### src/design/mpd_pkg.sv
// shared constants, codes and the pair flow type for the minimum pairwise distance unit
package mpd_pkg;

    localparam int MAX_POINTS = 256;
    localparam int MAX_DIMS   = 16;
    localparam int COORD_BITS = 12;

    localparam int PT_IDX_W  = $clog2(MAX_POINTS);
    localparam int PT_CNT_W  = $clog2(MAX_POINTS + 1);
    localparam int DIM_IDX_W = $clog2(MAX_DIMS);
    localparam int DIM_CNT_W = $clog2(MAX_DIMS + 1);

    localparam int NP_REG_W  = 9;
    localparam int ND_REG_W  = 5;
    localparam int CFG_IDX_W = 4;
    localparam int CFG_DAT_W = 9;

    localparam int L1_W = 16;
    localparam int L2_W = 28;
    localparam int SQ_W = 2 * COORD_BITS;

    localparam logic [CFG_IDX_W-1:0] REG_NUM_POINTS = CFG_IDX_W'(0);
    localparam logic [CFG_IDX_W-1:0] REG_NUM_DIMS   = CFG_IDX_W'(1);

    typedef struct packed {
        logic                valid;
        logic                last;
        logic [PT_IDX_W-1:0] pi;
        logic [PT_IDX_W-1:0] pj;
        logic [L1_W-1:0]     s1;
        logic [L2_W-1:0]     s2;
    } flow_t;

endpackage

### src/design/mpd_pair_gen.sv
// pair sequencer: issues every unordered point pair once, one per cycle
module mpd_pair_gen (
    input  logic                          clk,
    input  logic                          rst_n,
    input  logic                          start,
    input  logic [mpd_pkg::PT_IDX_W-1:0]  np_m1,
    output mpd_pkg::flow_t                head
);
    import mpd_pkg::*;

    logic                busy_reg;
    logic                busy_next;
    logic [PT_IDX_W-1:0] i_reg;
    logic [PT_IDX_W-1:0] i_next;
    logic [PT_IDX_W-1:0] j_reg;
    logic [PT_IDX_W-1:0] j_next;
    logic                row_end;
    logic                last_pair;

    always_comb
    begin
        row_end   = (j_reg == np_m1);
        last_pair = row_end && (i_reg == np_m1 - PT_IDX_W'(1));
        busy_next = busy_reg;
        i_next    = i_reg;
        j_next    = j_reg;
        if (start)
        begin
            busy_next = 1'b1;
            i_next    = '0;
            j_next    = PT_IDX_W'(1);
        end
        else if (busy_reg)
        begin
            if (last_pair)
            begin
                busy_next = 1'b0;
            end
            if (row_end)
            begin
                i_next = i_reg + PT_IDX_W'(1);
                j_next = i_reg + PT_IDX_W'(2);
            end
            else
            begin
                j_next = j_reg + PT_IDX_W'(1);
            end
        end
    end

    always_ff @(posedge clk or negedge rst_n)
    begin
        if (!rst_n)
        begin
            busy_reg <= 1'b0;
            i_reg    <= '0;
            j_reg    <= '0;
        end
        else
        begin
            busy_reg <= busy_next;
            i_reg    <= i_next;
            j_reg    <= j_next;
        end
    end

    always_comb
    begin
        head.valid = busy_reg;
        head.last  = busy_reg && last_pair;
        head.pi    = i_reg;
        head.pj    = j_reg;
        head.s1    = '0;
        head.s2    = '0;
    end

endmodule

### config.mk
export PLATFORM = sky130hd
export DESIGN_NAME = mpd_pair_gen
export DESIGN_NICKNAME = d
export VERILOG_FILES = /design/src/design/mpd_pkg.sv /design/src/design/mpd_pair_gen.sv
export SDC_FILE = /design/constraint.sdc
export NUM_CORES = 1
export LEC_CHECK = 0
export BUFFER_PORTS_ARGS = -buffer_cell sky130_fd_sc_hd__buf_4
export CORE_UTILIZATION = 50
export CTS_CLUSTER_SIZE = 8
export DETAILED_ROUTE_END_ITERATION = 8
export PLACE_DENSITY = 0.83
export REMOVE_ABC_BUFFERS = 1
export SLEW_MARGIN = 30
export SYNTH_ARGS = -nofsm -noshare
export SYNTH_HDL_FRONTEND = slang
export SYNTH_SLANG_ARGS = --single-unit
### constraint.sdc
create_clock -name clk -period 5 [get_ports clk]
set_clock_uncertainty 0.2 [all_clocks]
set_input_delay 0 -clock clk [delete_from_list [all_inputs] [get_ports clk]]
set_output_delay 0 -clock clk [all_outputs]
set_load 0.01 [all_outputs]
==> results of run 1 <==
[worst min path at each step]
stage	depth (start not counted)	endpoint	slack, ns	start
floorplan	0	busy_reg$_DFF_PN0_	-0.50	rst_n
global placement	1	j_reg[4]$_DFFE_PN0P_	-0.32	rst_n
detailed placement	1	j_reg[4]$_DFFE_PN0P_	-0.32	rst_n
CTS	5	busy_reg$_DFF_PN0_	0.1	np_m1[0]
global route	5	busy_reg$_DFF_PN0_	0.12	np_m1[0]
finish	5	busy_reg$_DFF_PN0_	0.1	np_m1[0]
[final cells by class]
| type | count | area [um^2] | share of cell area |
|---|---|---|---|
| tap | 44 | 55.1 | 0.0303 |
| multi-input combinational | 173 | 1040 | 0.572 |
| sequential | 17 | 425 | 0.234 |
| timing repair buffer | 31 | 240 | 0.132 |
| clock buffer | 4 | 26.3 | 0.0145 |
| inverter | 8 | 30.0 | 0.0165 |
[worst max-delay path, cell delays in order (launching register included)]
cell	delay [ns]
sky130_fd_sc_hd__dfrtp_1	0.48
sky130_fd_sc_hd__xnor2_1	0.16
sky130_fd_sc_hd__nand4_1	0.50
sky130_fd_sc_hd__nor3_1	0.61
sky130_fd_sc_hd__and3_1	0.24
sky130_fd_sc_hd__buf_4	0.12
[cell usage after synthesis, drive strengths merged]
master and instances:
a21oi 2, a22oi 1, a311oi 1, a31oi 6, a32oi 1, and3 3
and4 1, buf 47, clkbuf 9, conb 1, dfrtp 17, ha 4
inv 8, mux2i 2, nand2 12, nand3 10, nand4 3, nor2 17
nor3 9, nor4 7, nor4b 1, o211ai 2, o21a 1, o21ai 4
o31ai 2, o32ai 2, or2 2, or3 1, or4 3, xnor2 26
xor2 6
[per-layer routing]
metal / share of wire / vias to the layer above
met5: 0 / -
met4: 0.012 / 0
met3: 0.047 / 5
met2: 0.47 / 57
met1: 0.47 / 658
li1: - / 675
[power groups by stage]
stage	Clock (mW)	Combinational, mW	Sequential [mW]
final	0.0785	0.0689	0.146
after global routing	0.0853	0.0764	0.146
after CTS	0.0793	0.0684	0.146
after detailed placement	0	0.0665	0.148
after global placement	0	0.0655	0.148
after floorplan	0	0.0403	0.149
[kinds of logic after synthesis]
kind of cell	count (synthesis)
other	1
muxes	2
adders and majority gates	4
and+or+nand+nor	69
DFF	17
AOI/OAI and AO/OA	22
buffers and inverters	64
xor gates and xnor gates	32
==> results.yml, run 1 <==
outcome:
  outcome: "finished, final reports clean"
logic_synthesis:
  main_combinational_cell_family_by_area_after_synthesis: "buffers and inverters"
  synth_fa_ha_area_frac: 0.0292
  synth-simple-area-share: 0.219
  synth_top_area_frac: 0.248
  yosys.area_share.xor_xnor: 0.164
  netlist_top_cells_area: "sky130_fd_sc_hd__dfrtp_1, sky130_fd_sc_hd__buf_4, sky130_fd_sc_hd__xnor2_1, sky130_fd_sc_hd__nor2_1, sky130_fd_sc_hd__xor2_1"
  mapped_avg_cell_area_um2: 8.12
  synth_cell_types: 35
  synth_compound_area_frac: 0.0861
  synth_seq_cells: 17
  post_synth_mux_area_share: 0.0117
  synth.yosys.warnings: 0
  synth_largest_area_cell: "sky130_fd_sc_hd__dfrtp_1"
  synth-seq-area-share: 0.248
  syn-instance-count: 211
  netlist_area_um2: 1710
setup_path:
  crit_type: "flip-flop to output port"
  timing.rr.start: "j_reg[4]$_DFFE_PN0P_"
  critical_path.endpoint_type: "output port"
  startpoint_type: "flip-flop"
  cp_data_arrival_time_ns: 2.42
  critical_path_required_ns: 4.80
  rr_endpoint: "j_reg[0]$_DFFE_PN0P_"
  endpoint: "head[60]"
  timing.critical_path.fanout_max: 14
  timing.reg2reg.setup_slack_ns: 2.55
  setup.worst_path.start: "j_reg[4]$_DFFE_PN0P_"
  worst-r2r-cell-count: 5
timing:
  fin_tns_setup_ns: 0
  report.final.slew_viol_count: 0
  fmax_ghz: 0.382
  final_hold_viol_count: 0
  final-setup-viol-count: 0
  min_period_over_period: 0.524
  actual_slew_at_the_worst_max_slew_pin_ns: 0.821
  final.min_clock_period_ns: 2.62
  rsz0062_at_grt: "no"
  worst_slew_margin_rel: 0.451
  postLayoutSetupSlackWorst_ns: 2.38
  fin_worst_hold_slack_ns: 0.0956
clock_network:
  clock_latency_ns: 0.31
  clk_transition_reported_paths_ns: 0.11
  post_cts_resized: 0
  cts.path.max_buffers: 2
  cts-hold-fix-buffers: 3
  tritoncts.num_buffers: 3
  clock_tree.htree_level_count: 1
  cts-root-buf: "sky130_fd_sc_hd__clkbuf_4"
  post_cts_buffers: 0
  clock_sink_count: 17
  cts_tree: "done"
global_routing:
  grt_antenna_before_repair: 0
  grt_pass1_vias: 1211
  gr-total-overflow: 0
  groute.layer.met2.usage: 0.338
  grt.met3_usage: 0.0192
  globalRouteTotalUtil: 0.209
  grt_max_degree: 18
  groute.layer.met1.usage: 0.291
  grt-busiest-layer: "met2"
  grt_first_pass_wirelength_mm: 5.64
detailed_routing:
  firstDrtPassIters: 4
  routed-via-count: 1395
  detail_route.iter0.violations: 72
  drc: 0
  wl_per_cell_um: 13.0
  post_drt_via_cell_ratio: 5.04
  finalWirelength_mm: 3.59
  ant_nets: 0
floorplanning:
  i_o_pin_count: 73
  rows: 20
  fp.dieW_um: 60.6
  dieArea_um2: 3670
  die_height_um: 60.6
  core-area_um2: 3150
  initial_core_utilization: 0.544
placed_design:
  gpl.final_weighted_congestion: 0.888
  place.detailed.instances: 270
  placement.cell_area_um2: 1760
  dp_worst_setup_slack_ns: 2.60
  numPortBuffers: 28
  post-dp-hpwl_mm: 2.64
job:
  max_cap_violations: 0
power_and_ir_drop:
  p_sw_uw: 96.3
  power_density_nw_per_um2: 161
  power_frac_comb: 0.235
  ir_worst_vdd_mv: 0.0895
  int_pwr_uw: 197
  total_leakage_power_nw: 0.802
  switching_share: 0.329
  finalPower_uw: 293
  portion_of_total_power_attributed_to_sequential_cells: 0.497
  clockPowerShare: 0.268
worst_hold_path:
  type_of_the_most_critical_hold_path: "input port to flip-flop"
cells_and_area:
  stdcell_area_um2: 1820
  num-nets-final: 249
  fin_util: 0.576
  drive_above_1_share: 0.167
  area_growth_syn_to_layout_pct: 5.91
  insertedDiodeCount: 0
  finish.cell_count_without_fillers: 277
  fillerInstances: 304
  highest_count_cells_in_the_layout_ignoring_fill_and_taps: "sky130_fd_sc_hd__conb_1, sky130_fd_sc_hd__buf_4, sky130_fd_sc_hd__xnor2_1, sky130_fd_sc_hd__dfrtp_1, sky130_fd_sc_hd__nor2_1"
  leading_cell_type_in_the_layout_fill_and_taps_excluded: "sky130_fd_sc_hd__conb_1"
(Power assumes the default switching activity.)
==> inputs of run 2 (changes only) <==
--- a/config.mk
+++ b/config.mk
@@ -6,10 +6,10 @@
 export NUM_CORES = 1
 export LEC_CHECK = 0
 export BUFFER_PORTS_ARGS = -buffer_cell sky130_fd_sc_hd__buf_4
-export CORE_UTILIZATION = 50
+export CORE_UTILIZATION = 48
 export CTS_CLUSTER_SIZE = 8
 export DETAILED_ROUTE_END_ITERATION = 8
-export PLACE_DENSITY = 0.83
+export PLACE_DENSITY = 0.8
 export REMOVE_ABC_BUFFERS = 1
 export SLEW_MARGIN = 30
 export SYNTH_ARGS = -nofsm -noshare
==> constraint.sdc (replaced) <==
create_clock -name clk -period 2.58 [get_ports clk]
set_clock_uncertainty 0.2 [all_clocks]
set_input_delay 0 -clock clk [delete_from_list [all_inputs] [get_ports clk]]
set_output_delay 0 -clock clk [all_outputs]
set_load 0.01 [all_outputs]
==> run 2 against run 1 <==
Compared with the run above:
- via count rose by 1.3%
- sequential power grew 94%
- total power increased by 94%
==> results.yml, run 2 (synthesis gave the netlist of run 1 again) <==
setup_path:
  worst_path_max_delay_cell: "sky130_fd_sc_hd__nor3_1"
  timing.rr.start: "j_reg[7]$_DFFE_PN0P_"
  critical_path_required_ns: 2.38
  critical_path.endpoint_type: "output port"
  crit_path_cell_trace: "xnor2_1, nand4_1, nor3_1, and3_1, buf_4"
  worst_path_largest_cell_delay_ns: 0.52
  startpoint_type: "flip-flop"
  crit_type: "flip-flop to output port"
  critPathBufInv: 1
  timing.critical_path.fanout_max: 8
  timing.reg2reg.setup_slack_ns: 0.34
  cp_data_arrival_time_ns: 2.17
  worst-r2r-cell-count: 5
  timing.critical_path.max_delay_family: "simple AND/OR/NAND/NOR gates"
  rr_endpoint: "j_reg[0]$_DFFE_PN0P_"
floorplanning:
  fp.dieW_um: 61.8
  core-area_um2: 3390
  dieArea_um2: 3810
  die_height_um: 61.8
  rows: 21
  initial_core_utilization: 0.506
  i_o_pin_count: 73
timing:
  fin_worst_hold_slack_ns: 0.0803
  worst_slew_margin_rel: 0.455
  fmax_ghz: 0.422
  final.min_clock_period_ns: 2.37
  actual_slew_at_the_worst_max_slew_pin_ns: 0.814
  report.final.slew_viol_count: 0
  postLayoutSetupSlackWorst_ns: 0.209
  fin_tns_setup_ns: 0
  rsz0062_at_grt: "no"
  final-setup-viol-count: 0
  final_hold_viol_count: 0
  min_period_over_period: 0.919
power_and_ir_drop:
  ir_worst_vdd_mv: 0.213
  power_density_nw_per_um2: 308
  total_leakage_power_nw: 0.821
  finalPower_uw: 569
detailed_routing:
  post_drt_via_cell_ratio: 4.99
  finalWirelength_mm: 3.64
  routed-via-count: 1413
  ant_nets: 0
  detail_route.iter0.violations: 73
  firstDrtPassIters: 4
  wl_per_cell_um: 12.9
  drc: 0
cells_and_area:
  fin_util: 0.545
  drive_above_1_share: 0.181
  leading_cell_type_in_the_layout_fill_and_taps_excluded: "sky130_fd_sc_hd__conb_1"
  highest_count_cells_in_the_layout_ignoring_fill_and_taps: "sky130_fd_sc_hd__conb_1, sky130_fd_sc_hd__buf_4, sky130_fd_sc_hd__xnor2_1, sky130_fd_sc_hd__dfrtp_1, sky130_fd_sc_hd__nor2_1"
  finish.cell_count_without_fillers: 283
  num-nets-final: 253
  area_growth_syn_to_layout_pct: 7.81
  insertedDiodeCount: 0
  stdcell_area_um2: 1850
placed_design:
  place.detailed.instances: 276
  post-dp-hpwl_mm: 2.77
  dp_worst_setup_slack_ns: 0.421
  numPortBuffers: 28
  placement.cell_area_um2: 1790
  gpl.final_weighted_congestion: 0.937
clock_network:
  post_cts_buffers: 0
  post_cts_resized: 0
  tritoncts.num_buffers: 3
  clk_transition_reported_paths_ns: 0.11
  clock_sink_count: 17
  clock_latency_ns: 0.29
  cts-root-buf: "sky130_fd_sc_hd__clkbuf_4"
  cts_tree: "done"
  cts.path.max_buffers: 2
  clock_tree.htree_level_count: 1
global_routing:
  grt_max_degree: 18
  globalRouteTotalUtil: 0.206
  grt_first_pass_wirelength_mm: 5.62
  gr-total-overflow: 0
  grt_antenna_before_repair: 0
  grt_pass1_vias: 1159
worst_hold_path:
  type_of_the_most_critical_hold_path: "input port to flip-flop"
  worst_hold_path_cells: 5
  worst_min_path_start: "np_m1[0]"
  holdPathEnd: "busy_reg$_DFF_PN0_"
job:
  max_cap_violations: 0
outcome:
  outcome: "finished, final reports clean"
run 2: cell count changes in the layout (fill, tap and decap cells not counted):
cell                    before  now
sky130_fd_sc_hd__buf_4      28   32
run 2: worst max path at each step:
stage / start / end / slack (ns) / depth (start not counted)
2_1_floorplan: j_reg[3]$_DFFE_PN0P_ / j_reg[0]$_DFFE_PN0P_ / 0.43 / 5
3_3_place_gp: j_reg[7]$_DFFE_PN0P_ / j_reg[0]$_DFFE_PN0P_ / 0.42 / 5
3_5_place_dp: j_reg[7]$_DFFE_PN0P_ / j_reg[0]$_DFFE_PN0P_ / 0.42 / 5
4_1_cts: j_reg[7]$_DFFE_PN0P_ / head[60] / 0.24 / 5
5_1_grt: j_reg[7]$_DFFE_PN0P_ / head[60] / 0.009 / 5
6_report: j_reg[7]$_DFFE_PN0P_ / head[60] / 0.21 / 5
run 2: worst min-delay path: cells and delay by family:
family | cells | cell delay [ns]
xor gates and xnor gates | 1 | 0.07
buffers and inverters | 1 | 0.14
and+or+nand+nor | 2 | 0.15
AOI/OAI and AO/OA | 1 | 0.16
run 2: cell type report:
type / count / area, um^2
repair buffers: 35 / 270
fillers: 327 / 1540
well taps: 46 / 57.6
clock buffers: 4 / 26.3
flip-flops and latches: 17 / 425
inverters: 8 / 30.0
multi-input cells: 173 / 1040
run 2: per-layer routing:
| layer | global-route usage | up-vias | wire length (um) |
|---|---|---|---|
| li1 | - | 680 | - |
| met1 | 0.307 | 663 | 1730 |
| met2 | 0.321 | 66 | 1650 |
| met3 | 0.0248 | 4 | 226 |
| met4 | 0.0476 | 0 | 31 |
| met5 | 0 | - | 0 |
run 2: power by group:
| group | internal (mW) | leakage, nW | switching, mW |
|---|---|---|---|
| clock network | 0.0601 | 0.0150 | 0.0895 |
| registers | 0.272 | 0.227 | 0.0106 |
| logic | 0.0507 | 0.579 | 0.0857 |
run 2: what timing repair did:
item,in CTS,in global routing
hold endpoints to repair,34,0
hold buffers,3,0
setup endpoints to repair,0,0
==> inputs of run 3 (changes only) <==
--- a/config.mk
+++ b/config.mk
@@ -5,11 +5,13 @@
 export SDC_FILE = /design/constraint.sdc
 export NUM_CORES = 1
 export LEC_CHECK = 0
+export ABC_AREA = 1
 export BUFFER_PORTS_ARGS = -buffer_cell sky130_fd_sc_hd__buf_4
-export CORE_UTILIZATION = 48
+export CORE_UTILIZATION = 50
 export CTS_CLUSTER_SIZE = 8
 export DETAILED_ROUTE_END_ITERATION = 8
-export PLACE_DENSITY = 0.8
+export PLACE_DENSITY = 0.81
+export RECOVER_POWER = 25
 export REMOVE_ABC_BUFFERS = 1
 export SLEW_MARGIN = 30
 export SYNTH_ARGS = -nofsm -noshare
==> run 3 against run 2 <==
Compared with the run above:
- total power up 17%
- cell count up 33%
- clock power up 33%
- utilization up 0.33 points
- area after synthesis up 13%
- synthesized cell count up 43%
- flip-flop and latch count unchanged
- register-to-register slack better by 0.18 ns
==> results.yml, run 3 <==
outcome:
  outcome: "finished, final reports clean"
logic_synthesis:
  commonest_cells_in_the_netlist: "sky130_fd_sc_hd__nand2_1, sky130_fd_sc_hd__buf_4, sky130_fd_sc_hd__inv_1"
  post_synth_mux_area_share: 0
  synth_fa_ha_area_frac: 0.0257
  synth_cell_types: 26
  asyncSetResetFlopFracSynth: 1.00
  synth.yosys.warnings: 0
  synth_largest_area_cell: "sky130_fd_sc_hd__dfrtp_1"
  mapped_avg_cell_area_um2: 6.44
  synth-simple-area-share: 0.331
  yosys.area_share.xor_xnor: 0.0811
  synth-seq-area-share: 0.219
  synth_seq_cells: 17
  synthMostInstantiatedCell: "sky130_fd_sc_hd__nand2_1"
  synth_top_area_frac: 0.219
  netlist_top_cells_area: "sky130_fd_sc_hd__dfrtp_1, sky130_fd_sc_hd__buf_4, sky130_fd_sc_hd__nand2_1, sky130_fd_sc_hd__nand3_1, sky130_fd_sc_hd__inv_1"
  synth-edff-count: 0
  synth_compound_area_frac: 0.0772
  netlist_area_um2: 1940
  ys.flop_type: "sky130_fd_sc_hd__dfrtp_1"
  syn-instance-count: 302
  main_combinational_cell_family_by_area_after_synthesis: "simple AND/OR/NAND/NOR gates"
floorplanning:
  dieArea_um2: 4140
  core-area_um2: 3690
  i_o_pin_count: 73
  rows: 22
  fp.dieW_um: 64.4
  die_height_um: 64.4
  initial_core_utilization: 0.527
timing:
  rsz0062_at_grt: "no"
  final_hold_viol_count: 0
  final-setup-viol-count: 0
  fmax_ghz: 0.485
  final.min_clock_period_ns: 2.06
  report.final.slew_viol_count: 0
  min_period_over_period: 0.799
  actual_slew_at_the_worst_max_slew_pin_ns: 0.808
  worst_slew_margin_rel: 0.460
  fin_tns_setup_ns: 0
clock_network:
  clock_tree.htree_level_count: 1
  cts-root-buf: "sky130_fd_sc_hd__clkbuf_8"
  tritoncts.num_buffers: 3
  cts_tree: "done"
  cts-hold-fix-buffers: 3
  cts.path.max_buffers: 2
  clk_transition_reported_paths_ns: 0.06
  post_cts_resized: 0
  post_cts_buffers: 0
  clock_latency_ns: 0.26
  clock_sink_count: 17
setup_path:
  endpoint: "i_reg[3]$_DFFE_PN0P_"
  setup.worst_path.start: "j_reg[4]$_DFFE_PN0P_"
  critical_path_required_ns: 2.50
  timing.critical_path.fanout_max: 11
  rr_endpoint: "i_reg[3]$_DFFE_PN0P_"
  crit_path_cell_trace: "xnor2_1, nand2_1, nor2_1, nand2_2, o21ai_2, o21ai_0"
  critical_path.endpoint_type: "flip-flop"
  startpoint_type: "flip-flop"
  timing.rr.start: "j_reg[4]$_DFFE_PN0P_"
  crit_type: "flip-flop to flip-flop"
  cp_data_arrival_time_ns: 1.98
  timing.reg2reg.setup_slack_ns: 0.52
  worst_path_largest_cell_delay_ns: 0.53
  worst_path_max_delay_cell: "sky130_fd_sc_hd__dfrtp_1"
  worst-r2r-cell-count: 6
cells_and_area:
  highest_count_cells_in_the_layout_ignoring_fill_and_taps: "sky130_fd_sc_hd__nand2_1, sky130_fd_sc_hd__conb_1, sky130_fd_sc_hd__inv_1, sky130_fd_sc_hd__nand3_1, sky130_fd_sc_hd__nor2_1"
  fillerInstances: 362
  leading_cell_type_in_the_layout_fill_and_taps_excluded: "sky130_fd_sc_hd__nand2_1"
  finish.cell_count_without_fillers: 377
  insertedDiodeCount: 0
  num-nets-final: 345
  area_growth_syn_to_layout_pct: 4.05
  drive_above_1_share: 0.103
detailed_routing:
  detail_route.iter0.violations: 89
  routed-via-count: 1775
  wl_per_cell_um: 11.3
  post_drt_via_cell_ratio: 4.71
  drc: 0
  finalWirelength_mm: 4.25
  ant_nets: 0
  firstDrtPassIters: 4
placed_design:
  numPortBuffers: 28
  place.detailed.instances: 370
  gpl.final_weighted_congestion: 0.861
  post-dp-hpwl_mm: 3.34
global_routing:
  grt_first_pass_wirelength_mm: 7.03
  groute.layer.met1.usage: 0.301
  groute.layer.met2.usage: 0.339
  grt-busiest-layer: "met2"
  grt_max_degree: 18
  grt_pass1_vias: 1531
  grt.met3_usage: 0.0286
  globalRouteTotalUtil: 0.222
  gr-total-overflow: 0
  grt_antenna_before_repair: 0
worst_hold_path:
  type_of_the_most_critical_hold_path: "input port to flip-flop"
power_and_ir_drop:
  power_density_nw_per_um2: 328
  total_leakage_power_nw: 1.02
  ir_worst_vdd_mv: 0.160
job:
  max_cap_violations: 0
==> run 3: logic make-up after synthesis <==
kind of cell | Yosys count
adders and majority gates | 4
DFF | 17
other | 1
AOI/OAI and AO/OA | 26
buffers and inverters | 87
xor gates and xnor gates | 18
and+or+nand+nor | 149
==> run 3: worst max-delay path, delay by kind of cell, from the launching register on <==
kind	cells	cell delay, ns
xor gates and xnor gates	1	0.16
AOI/OAI and AO/OA	2	0.63
and+or+nand+nor	3	0.41
DFF	1	0.53
==> run 3: metrics by stage <==
step	utilization	total power [mW]	hold WS, ns	setup slack [ns]	instance area, um^2
floorplan	-	0.408	-0.496	0.756	1730
global placement	0.541	0.466	-0.322	0.596	2000
detailed placement	0.541	0.468	-0.319	0.536	2000
CTS	0.562	0.677	0.0638	0.534	2070
global route	0.549	0.709	0.123	0.270	2020
finish	0.549	0.663	0.0762	0.519	2020
==> run 3: how the worst min path moves through the flow <==
stage / startpoint / endpoint / slack (ns) / cells past startpoint
CTS: np_m1[0] / busy_reg$_DFF_PN0_ / 0.06 / 7
detailed placement: rst_n / j_reg[6]$_DFFE_PN0P_ / -0.32 / 1
floorplan: rst_n / busy_reg$_DFF_PN0_ / -0.50 / 0
global placement: rst_n / j_reg[3]$_DFFE_PN0P_ / -0.32 / 1
global route: np_m1[0] / busy_reg$_DFF_PN0_ / 0.12 / 7
finish: np_m1[0] / busy_reg$_DFF_PN0_ / 0.08 / 7
==> run 3: report_power, final <==
group | internal [mW] | total (mW) | switching, mW
Combinational | 0.0579 | 0.170 | 0.112
Sequential | 0.275 | 0.293 | 0.0182
Clock | 0.110 | 0.200 | 0.0902
Total | 0.443 | 0.663 | 0.220
==> run 3: layout make-up <==
| cell class | instances | area [um^2] | share of cell area |
|---|---|---|---|
| Tap cell | 48 | 60.1 | 0.0297 |
| Inverter | 36 | 135 | 0.0668 |
| Clock buffer | 4 | 45.0 | 0.0223 |
| Multi-Input combinational cell | 241 | 1170 | 0.576 |
| Timing Repair Buffer | 31 | 191 | 0.0946 |
| Sequential cell | 17 | 425 | 0.210 |
==> run 3: metal layers <==
metal,part of all wire,routed length (um),vias to the layer above
li1,-,-,907
met4,0.024,102,0
met2,0.46,1940,69
met3,0.062,262,7
met5,0,0,-
met1,0.46,1940,792
